===== src/design/bcf_ram.sv =====
`default_nettype none
module bcf_ram #(
    parameter int WIDTH = 8,
    parameter int DEPTH = 16,
    parameter int AW    = $clog2(DEPTH)
) (
    input  wire logic             clk,
    input  wire logic             we,
    input  wire logic [AW-1:0]    waddr,
    input  wire logic [WIDTH-1:0] wdata,
    input  wire logic [AW-1:0]    raddr,
    output logic      [WIDTH-1:0] rdata
);

    logic [WIDTH-1:0] mem [DEPTH];

    always_ff @(posedge clk)
    begin
        if (we)
        begin
            mem[waddr] <= wdata;
        end
        rdata <= mem[raddr];
    end

endmodule
`default_nettype wire


===== config.mk =====
export PLATFORM = sky130hd
export DESIGN_NAME = bcf_ram
export DESIGN_NICKNAME = d
export VERILOG_FILES = /design/src/design/bcf_ram.sv
export SDC_FILE = /design/constraint.sdc
export NUM_CORES = 1
export LEC_CHECK = 0
export BUFFER_PORTS_ARGS = -buffer_cell sky130_fd_sc_hd__buf_2
export CAP_MARGIN = 20
export CORE_MARGIN = 2
export CORE_UTILIZATION = 60
export DETAILED_ROUTE_END_ITERATION = 10
export PLACE_DENSITY = 0.78
export SLEW_MARGIN = 20
export SYNTH_ARGS = -nofsm -noshare
export SYNTH_HDL_FRONTEND = slang
export SYNTH_SLANG_ARGS = --single-unit

===== constraint.sdc =====
create_clock -name clk -period 4.57 [get_ports clk]
set_input_delay 0.457 -clock clk [delete_from_list [all_inputs] [get_ports clk]]
set_output_delay 0.457 -clock clk [all_outputs]
set_load 0.05 [all_outputs]

## Word-level counts from Yosys, hierarchy flattened

Memory sizes are Yosys's and may differ from the RTL's. A register that Yosys moved wholly into a read port is not among the register bits.
Index checks and enable logic that the tools add are counted.

- Add/sub/neg operators: 0
- Multipliers: 0
- Divide/modulo/power cells: 0
- Magnitude comparators: 0
- Equal/unequal tests: 0
- Shift operators: 0
- Mux-type cells: 2
- Bitwise operators: 0
- Reduce and logical (&&, ||, !) cells: 0

Operators by type and width:

| operator | count |
|---|---|
| 1-bit 2-to-1 mux | 2 |

- Register bits: 0
- Bits in latches: 0
- RAM bits: 128
- Bits in read-only memories: 0
- Bits of input ports: 18
- Output and inout bits: 8
- Logic and storage cells: 3
- Memories: 1

Memory list:

| memory | words | width | read ports | clocked after memory_dff | wr ports | RTL line | text |
|---|---|---|---|---|---|---|---|
| mem | 16 | 8 | 1 | 1 | 1 | 15 | `logic [WIDTH-1:0] mem [DEPTH];` |

## Depth between registers and ports, before layout

- Word-level depth: 2
- Gate-level depth with buffers: 5
- Depth with buffers taken out: 3

## Least setup slack after synthesis

OpenSTA, ideal clock, no wires.

- Path kind: in2reg
- Start: in waddr[2]
- End: mem mem[0][0] (enable)
- Library setup time: 0.383 ns
- Arrival time: 1.567 ns
- Data required time: 4.187 ns
- Slack: 2.620 ns
- Stages: 2
- Path buffers: 0
- Cells stage by stage: or3b_2 -> nor3_1

RTL lines:

| what | RTL line | text |
|---|---|---|
| start: declaration | 9 | `input wire logic [AW-1:0] waddr,` |
| end: declaration | 15 |  |

No word-level cell before the write port.

==> flow_summary.toml <==
[outcome]
status = "completed"

[yosys]
netlist_top_cells_area = "edfxtp_1, mux4_2, mux4_1"
syn_area_um2 = 5150
synth_top_area_share_pct = 74.7
synth-warning-count = 0
synth_cell_type_count = 19
syn_nets = 247
synthCells = 229
synth_top_area_cell = "edfxtp_1"
syn_avg_cell_area_um2 = 22.5
seq_area_frac_synth_pct = 77.8
ys_ff_latch = 136

[routing]
drtPass1Iterations = 5
avgViaCountPerCell = 6.29
routedWlPerCell_um = 25.2
final_antenna_net_count = 0
routed_wl_um = 9690
drt-initial-drc-count = 367
vias = 2417
drc = 0

[critical_path]
slowest_delay_ps = 780
reg2reg_from = "mem[9][5]"
path_max_fanout = 32
reg2reg_depth = 3
cp.required_ps = 4950
startpoint_type = "input port"
cp_num_buf_inv = 1
critPathKind = "input port to flip-flop"
cp.arrival_ps = 2340
cpLargestDelayFamily = "buffers and inverters"
cp_slowest_cell = "buf_2"
crit_path_end_kind = "flip-flop"
rrSetupSlack_ps = 3130
path_cells = "buf_2 > mux4_1 > a22oi_1 > nand2_1"
reg2reg_to = "rdata[5]"

[final_layout]
final_common_cell = "edfxtp_1"
diodes = 0
final_util_pct = 72.2
nNetsFinal = 284
drive_above_1_share_pct = 27.6
final_cell_mix = "edfxtp_1, buf_2, mux4_2"
area_growth_pct = 15.8

[clock_tree]
clock_sinks = 136
cts-htree-levels = 4
cts_resized = 0
cts_hold_buffers = 0
tritoncts = "done"
clk_path_buf_depth = 2
cts_buffers = 17
root_buffer = "clkbuf_8"
path_clk_slew_ps = 60
cts_setup_buffers = 0
clkLatencyLatePin_ps = 510

[timing]
hold_violations = 0
fmax_mhz = 510
setup_viol = 0
worstMarginPinSlew_ps = 1050
slew_headroom_pct = 30.2
slew_violations = 0
tns_ps = 0
fin_skew_ps = 5.98
rsz0062_at_grt = "false"
period_share_pct = 42.9
min_period_ps = 1960

[power]
pwr-share-seq_pct = 47.5
power.leakage_nw = 2.00
combPwrFrac_pct = 5.1
power.internal_mw = 2.36
power.switching_mw = 0.598
clkPwrFrac_pct = 47.5
p_sw_share_pct = 20.2
p_per_area_nw_per_um2 = 496
vdd_ir_drop_max_mv = 0.320

[floorplan]
initial_utilization_pct = 62.3
io_pins = 26
core_area_um2 = 8260
die_h_um = 96.6
num_rows = 33
die_x_um = 96.6
dieArea_um2 = 9340

[global_routing]
grt_pass1_wl_um = 14800
grt_start_max_net_pins = 33
grtUsageTotal_pct = 22.2
grt_pass1_vias = 2504
antenna_found_initial = 0
grt-ovfl-total = 0

[flow_run]
maxCapViolCount = 0

[worst_hold_path]
min-delay-start = "wdata[1]"
whs_endpoint = "mem[1][1]"
hold_path.class = "input port to flip-flop"
hold_depth = 1

[placed_design]
portBuffers = 25
place.gp.congestion = 0.795
post-dp-hpwl_um = 5580
[synthesized netlist by cell type (all sizes together)]
| library cell | instances |
|---|---|
| nor2 | 13 |
| a22oi | 16 |
| nor3 | 4 |
| and2b | 1 |
| nor2b | 1 |
| nand2 | 9 |
| or3b | 1 |
| nand3 | 1 |
| edfxtp | 128 |
| mux4 | 32 |
| buf | 7 |
| clkdlybuf4s25 | 3 |
| dfxtp | 8 |
| and2 | 1 |
| nand3b | 2 |
| nand2b | 2 |
[metrics by stage]
step	hold WS (ps)	instance area (um2)	total power, mW	std cells	worst slack [ps]
CTS	318	5960	2.97	384	2590
detailed placement	657	5350	1.58	352	2050
floorplan	556	5150	1.53	229	2620
global route	323	5960	3.04	384	2510
global placement	651	5340	1.57	352	2100
finish	335	5960	2.96	384	2610
[power groups by stage]
stage / Combinational [mW] / Clock, mW / Sequential, mW
after floorplan: 0.0708 / 0 / 1.46
after global placement: 0.146 / 0 / 1.43
after detailed placement: 0.150 / 0 / 1.43
after CTS: 0.151 / 1.42 / 1.40
after global routing: 0.160 / 1.47 / 1.41
final: 0.150 / 1.40 / 1.40
[state kept, by name, indices dropped and copies added (netlist names)]
name	flops
rdata	8
mem	128
[cell families after synthesis]
| family | count (synthesis) | synth area share (%) |
|---|---|---|
| compound gates | 16 | 2.33 |
| flops | 136 | 77.8 |
| buf+inv | 10 | 1.68 |
| mux | 32 | 15.0 |
| simple gates | 35 | 3.18 |
[metal layers]
metal	wire length (um)	part of all wire, %	global-route usage, %
met1	3830	40	30.8
met2	4920	51	34.5
met3	751	7.8	5.78
met4	186	1.9	9.10
met5	0	0	0
[worst max-delay path by stage]
| stage | start | end | slack (ps) | cells after the start |
|---|---|---|---|---|
| after floorplan | waddr[2] | mem[0][0] | 2620 | 2 |
| after global placement | raddr[0] | rdata[5] | 2100 | 4 |
| after detailed placement | raddr[0] | rdata[5] | 2050 | 4 |
| after CTS | raddr[0] | rdata[5] | 2590 | 4 |
| after global routing | raddr[0] | rdata[5] | 2510 | 4 |
| final | raddr[0] | rdata[5] | 2610 | 4 |
[final cells by class]
cell class / count / area [um2]
repair buffers: 28 / 148
flip-flops and latches: 136 / 4000
fillers: 459 / 2290
clock inverters: 11 / 169
multi-input cells: 83 / 1060
well taps: 105 / 131
clock buffers: 21 / 449
(Power assumes the default switching activity.)
