[src/design/bcf_pkg.sv]
`default_nettype none
package bcf_pkg;

    localparam int MAX_BLOCKS   = 64;
    localparam int MAX_PIECES   = 1024;
    localparam int MAX_LISTS    = 16;
    localparam int HEADER_BYTES = 40;

    localparam int ADDR_W     = 48;
    localparam int SIZE_W     = 14;
    localparam int KIND_W     = 3;
    localparam int ALIGN_BITS = 4;

    localparam int BLK_IW = $clog2(MAX_BLOCKS);
    localparam int BLK_CW = $clog2(MAX_BLOCKS + 1);
    localparam int PC_IW  = $clog2(MAX_PIECES);
    localparam int PC_LW  = $clog2(MAX_PIECES + 1);
    localparam int LS_IW  = $clog2(MAX_LISTS);
    localparam int LS_CW  = $clog2(MAX_LISTS + 1);

    localparam int IN_RAW_W  = 5 * ADDR_W + SIZE_W;
    localparam int IN_DATA_W = ((IN_RAW_W + 7) / 8) * 8;
    localparam int OUT_DATA_W = 3 * ADDR_W;

    localparam logic [PC_LW-1:0] LINK_NONE = PC_LW'(MAX_PIECES);

    typedef enum logic [KIND_W-1:0] {
        REQ_LEND    = 3'd0,
        REQ_CARVE   = 3'd1,
        REQ_FILE    = 3'd2,
        REQ_REISSUE = 3'd3,
        REQ_RETURN  = 3'd4
    } req_kind_t;

    typedef enum logic [3:0] {
        ST_OK            = 4'd0,
        ST_BLOCKS_FULL   = 4'd1,
        ST_BAD_HEADER    = 4'd2,
        ST_UNKNOWN_BLOCK = 4'd3,
        ST_BAD_SIZE      = 4'd4,
        ST_PIECES_FULL   = 4'd5,
        ST_UNKNOWN_NODE  = 4'd6,
        ST_ALREADY_FILED = 4'd7,
        ST_LISTS_FULL    = 4'd8,
        ST_LIST_EMPTY    = 4'd9
    } status_t;

    typedef struct packed {
        logic              alive;
        logic [ADDR_W-1:0] limit;
        logic [ADDR_W-1:0] cursor;
        logic [ADDR_W-1:0] base;
    } blk_ent_t;

    typedef struct packed {
        logic              onlist;
        logic              alive;
        logic [PC_LW-1:0]  link;
        logic [BLK_IW-1:0] owner;
        logic [ADDR_W-1:0] addr;
    } pc_ent_t;

    typedef struct packed {
        logic [PC_LW-1:0]  head;
        logic [ADDR_W-1:0] addr;
    } ls_ent_t;

    typedef struct packed {
        status_t           status;
        logic [ADDR_W-1:0] new_free_start;
        logic [ADDR_W-1:0] owner_block_addr;
        logic [ADDR_W-1:0] result_addr;
    } result_t;

endpackage
`default_nettype wire

[src/design/bcf_out.sv]
`default_nettype none
module bcf_out (
    input  wire logic                             clk,
    input  wire logic                             rst_n,
    input  wire logic                             in_valid,
    output logic                                  in_ready,
    input  wire bcf_pkg::result_t                 in_res,
    output logic                                  m_axis_tvalid,
    input  wire logic                             m_axis_tready,
    // result_addr, owner_block_addr, new_free_start
    output logic [bcf_pkg::OUT_DATA_W-1:0]        m_axis_tdata,
    // status
    output logic [3:0]                            m_axis_tuser
);
    import bcf_pkg::*;

    logic    full_reg;
    result_t data_reg;

    assign in_ready      = !full_reg || m_axis_tready;
    assign m_axis_tvalid = full_reg;
    assign m_axis_tdata  = {data_reg.new_free_start, data_reg.owner_block_addr,
                            data_reg.result_addr};
    assign m_axis_tuser  = data_reg.status;

    always_ff @(posedge clk or negedge rst_n)
    begin
        if (!rst_n)
        begin
            full_reg <= 1'b0;
        end
        else if (in_ready)
        begin
            full_reg <= in_valid;
        end
    end

    always_ff @(posedge clk)
    begin
        if (in_ready && in_valid)
        begin
            data_reg <= in_res;
        end
    end

endmodule
`default_nettype wire

[config.mk]
export PLATFORM = sky130hd
export DESIGN_NAME = bcf_out
export DESIGN_NICKNAME = d
export VERILOG_FILES = /design/src/design/bcf_pkg.sv /design/src/design/bcf_out.sv
export SDC_FILE = /design/constraint.sdc
export NUM_CORES = 1
export LEC_CHECK = 0
export ABC_CLOCK_PERIOD_IN_PS = 6320
export BUFFER_PORTS_ARGS = -buffer_cell sky130_fd_sc_hd__buf_4
export CAP_MARGIN = 15
export CORE_AREA = 4 4 116 118
export CTS_CLUSTER_DIAMETER = 120
export CTS_CLUSTER_SIZE = 40
export DETAILED_ROUTE_END_ITERATION = 12
export DIE_AREA = 0 0 120 122
export PLACE_DENSITY = 0.69
export SETUP_SLACK_MARGIN = 0.05
export SYNTH_ARGS = -nofsm -noshare
export SYNTH_HDL_FRONTEND = slang
export SYNTH_SLANG_ARGS = --single-unit
[constraint.sdc]
create_clock -name clk -period 6.32 [get_ports clk]
set_clock_uncertainty 0.15 [all_clocks]
set_input_delay 0.948 -clock clk [delete_from_list [all_inputs] [get_ports clk]]
set_output_delay 0.948 -clock clk [all_outputs]
set_load 0.02 [all_outputs]
# Yosys cells after proc, flatten, opt, wreduce, memory -nomap -nowiden
# Cells that the tools add are included.
# totals
word_cells,8
inputBits,152
regBits,149
# op_classes
n_reduce_logical,3
# op_table
op,n
$logic_and A1 B1 Y1,1
$logic_not A1 Y1,1
$logic_or A1 B1 Y1,1

# Depth between registers and ports, before layout
# logic_depth
word_depth,3
mapped_depth,2
ltp_nobuf,2

# Worst setup path before layout
# No wires, ideal clock.
# synth_timing
kind,in2reg
start,in m_axis_tready
end,"reg data_reg, in the netlist m_axis_tdata[0] (enable)"
stages,2
setup_ps,405
path_slack_ps,3558
arrival_ps,2207
path_cell_list,nand2b_4 and2_4
# synth_between
elab_chain_len,2
# synth_rtl
item,line,rtl
start: declaration,bcf_out.sv:9,"input wire logic m_axis_tready,"
$logic_or A1 B1 Y1,bcf_out.sv:20,assign in_ready = !full_reg || m_axis_tready;
$logic_and A1 B1 Y1,bcf_out.sv:40,if (in_ready && in_valid)
end signal: assignment,bcf_out.sv:42,data_reg <= in_res;
end: declaration,bcf_out.sv:18,result_t data_reg;
# No other way between the ends.
# A chain may end at the register's enable or synchronous reset.

# Worst setup path in the final report
# layout_timing
start,in m_axis_tready
end,"reg data_reg, in the netlist m_axis_tdata[11] (enable)"
# Same word-level chain as after synthesis.

==> results.cfg <==
[outcome]
outcome = finished clean

[cells_and_area]
final_layout_size_suffix_gt1_frac = 0.686
regArea_sq_um = 4470
multi_input_comb_area_sq_um = 28.8
nFillCells = 938
fin_nets = 626
n_antenna_cell = 0
synthToLayoutAreaGrowth_pct = 68.5

[pwr]
p_int_uw = 1900
p_per_area_nw_per_um2 = 316
swShare = 0.208
seqPwrFrac = 0.488
clock_power_share = 0.410
power_switching_uw = 498
ir_worst_vdd_mv = 0.187
p_leak_uw = 0.00318
pwr-share-comb = 0.102

[routing]
route.detailed.drc = 0
vias = 2753
drt_wl_total_um = 11100
via_per_inst = 4.18
antenna_left = 0
first_pass_iters = 4
wl_per_cell_um = 16.8
first_iter_violations = 133

[synthesis]
synthArstFlopShare = 0.00671
yosysSeqAreaShare = 0.994
syn-num-nets = 304
synth_common_cells = 148 x edfxtp_1, 1 x and2_4, 1 x dfrtp_1, 1 x nand2b_1, 1 x nand2b_4
syn_area_sq_um = 4500
synth.avg_cell_area_sq_um = 29.6
synth_top_cell_by_area = edfxtp_1
ys.flop_type = edfxtp_1
netlist_top_cells_area = edfxtp_1 99%, dfrtp_1 0.56%, nand2b_4 0.31%
synth_edf_count = 148
yosysUniqueCellTypes = 5
synth_cells = 152
synth_top_cell_area_share = 0.988
synth.most_common_cell = edfxtp_1
synth_seq_cells = 149
ys_warn_count = 0

[sta]
tightest_slew_ps = 656
post-route-period-util = 0.395
finalSetupViolCount = 0
hold_viol = 0
slew_violations = 0
slew_headroom = 0.562
setup_slack_ps = 3820
fin_tns_setup_ps = 0
fmaxAchievable_ghz = 0.401
fin_crit_ps = 2500
grt_setup_unrepaired = no

[clock_tree]
cts_max_path_buffers = 2
ctsHoldBuffers = 0
tritoncts_num_sinks = 149
clkSlewWorstSetupHoldPaths_ps = 60
htreeDepth = 4
root_buffer = clkbuf_16
cts-resized-gates = 0
cts_tree = built
clk_latency_ps = 410
cts_inserted_buffers = 17
cts_setup_buffers = 0

[setup_path]
timing.reg2reg.setup_slack_ps = 4070
critical_path_class = input pin to flip-flop
start_kind = input pin
max_stage_delay_ps = 640
cp-end-kind = flip-flop
crit_top_cell = buf_4
worstPathRequired_ps = 6210
cp_max_fo = 52
critPathSlowestCell = buf_4
critical_path.cell_chain = buf_4 > nand2b_4 > and2_4 > buf_4
critPathArrivalTime_ps = 2390

[floorplanning]
initial_core_util = 0.361
fp-row-count = 41
io_pins = 302
die_area_sq_um = 14600
die_x_um = 120
core-area_sq_um = 12500
die_y_um = 122

[run]
maxCapViolations = 0

[placement]
place_ws_ps = 3390
port_buffers = 301
hpwlAfterDp_um = 8440
gp_congestion = 0.688

[global_route]
gr-total-overflow = 0
antenna_found_initial = 0
grt_max_degree = 53
grt_pass1_wl_um = 15600
gr-usage-all-layers = 0.147
grt_pass1_vias = 2849

[worst_hold_path]
min_path_type = input pin to asynchronous set/reset pin
-- power groups by stage --
stage                     Combinational, uW  Clock (uW)  Sequential (uW)
after floorplan                        19.5           0             1260
after global placement                  246           0             1190
after detailed placement                249           0             1190
after CTS                               249        1010             1170
after global routing                    259        1050             1170
final                                   245         981             1170
-- cell type report --
| class | count | share of cell area |
|---|---|---|
| well taps | 172 | 0.0284 |
| clock inverters | 8 | 0.0130 |
| multi-input cells | 3 | 0.00380 |
| repair buffers | 303 | 0.300 |
| clock buffers | 24 | 0.0649 |
| flip-flops and latches | 149 | 0.590 |
-- cells in the final DEF, fill, tap and decap left out --
cell / n
and2_4: 1
buf_4: 303
bufinv_16: 2
clkbuf_1: 3
clkbuf_16: 17
clkbuf_8: 4
clkinv_2: 3
clkinvlp_4: 2
dfrtp_1: 1
edfxtp_1: 148
inv_6: 1
nand2b_1: 1
nand2b_4: 1
-- flip-flops by register name, summed over array words and instances, names as in the netlist --
signal and flops:
m_axis_tuser 4, m_axis_tdata 144, m_axis_tvalid 1
-- worst paths after layout --
| path | from | end | cells after the start |
|---|---|---|---|
| worst max register to register | m_axis_tvalid | m_axis_tdata[11] | 3 |
| max in group asynchronous | rst_n | m_axis_tvalid | 1 |
| worst max-delay path | m_axis_tready | m_axis_tdata[11] | 4 |
| min in group clk | m_axis_tvalid | m_axis_tvalid | 2 |
| worst min-delay path | rst_n | m_axis_tvalid | 1 |
| worst min register to register | m_axis_tvalid | m_axis_tvalid | 2 |
-- cell families (layout without fill, tap and decap cells) --
family	after synthesis	in the layout	share of synthesized area
buffers and inverters	0	335	0
and+or+nand+nor	3	3	0.00640
DFF	149	149	0.994
-- metrics by stage --
step | hold slack [ps] | power (uW) | area (sq um) | utilization | cells
final | 150 | 2400 | 7580 | 0.608 | 659
after global routing | 118 | 2490 | 7580 | 0.608 | 659
after CTS | 125 | 2430 | 7580 | 0.608 | 659
after detailed placement | 391 | 1440 | 6990 | 0.561 | 627
after global placement | 380 | 1430 | 6990 | 0.561 | 627
after floorplan | 502 | 1280 | 4500 | - | 152
-- routing by layer --
metal / global-route usage / vias to the layer above / routed length, um
li1: - / 1265 / -
met1: 0.142 / 1263 / 3600
met2: 0.241 / 200 / 5620
met3: 0.0864 / 25 / 1510
met4: 0.0880 / 0 / 354
met5: 0 / - / 0
-- critical path: cells and delay by family --
kind / cells / cell delay [ps]
buf+inv: 2 / 720
simple gates: 2 / 690
(Power assumes the default switching activity.)
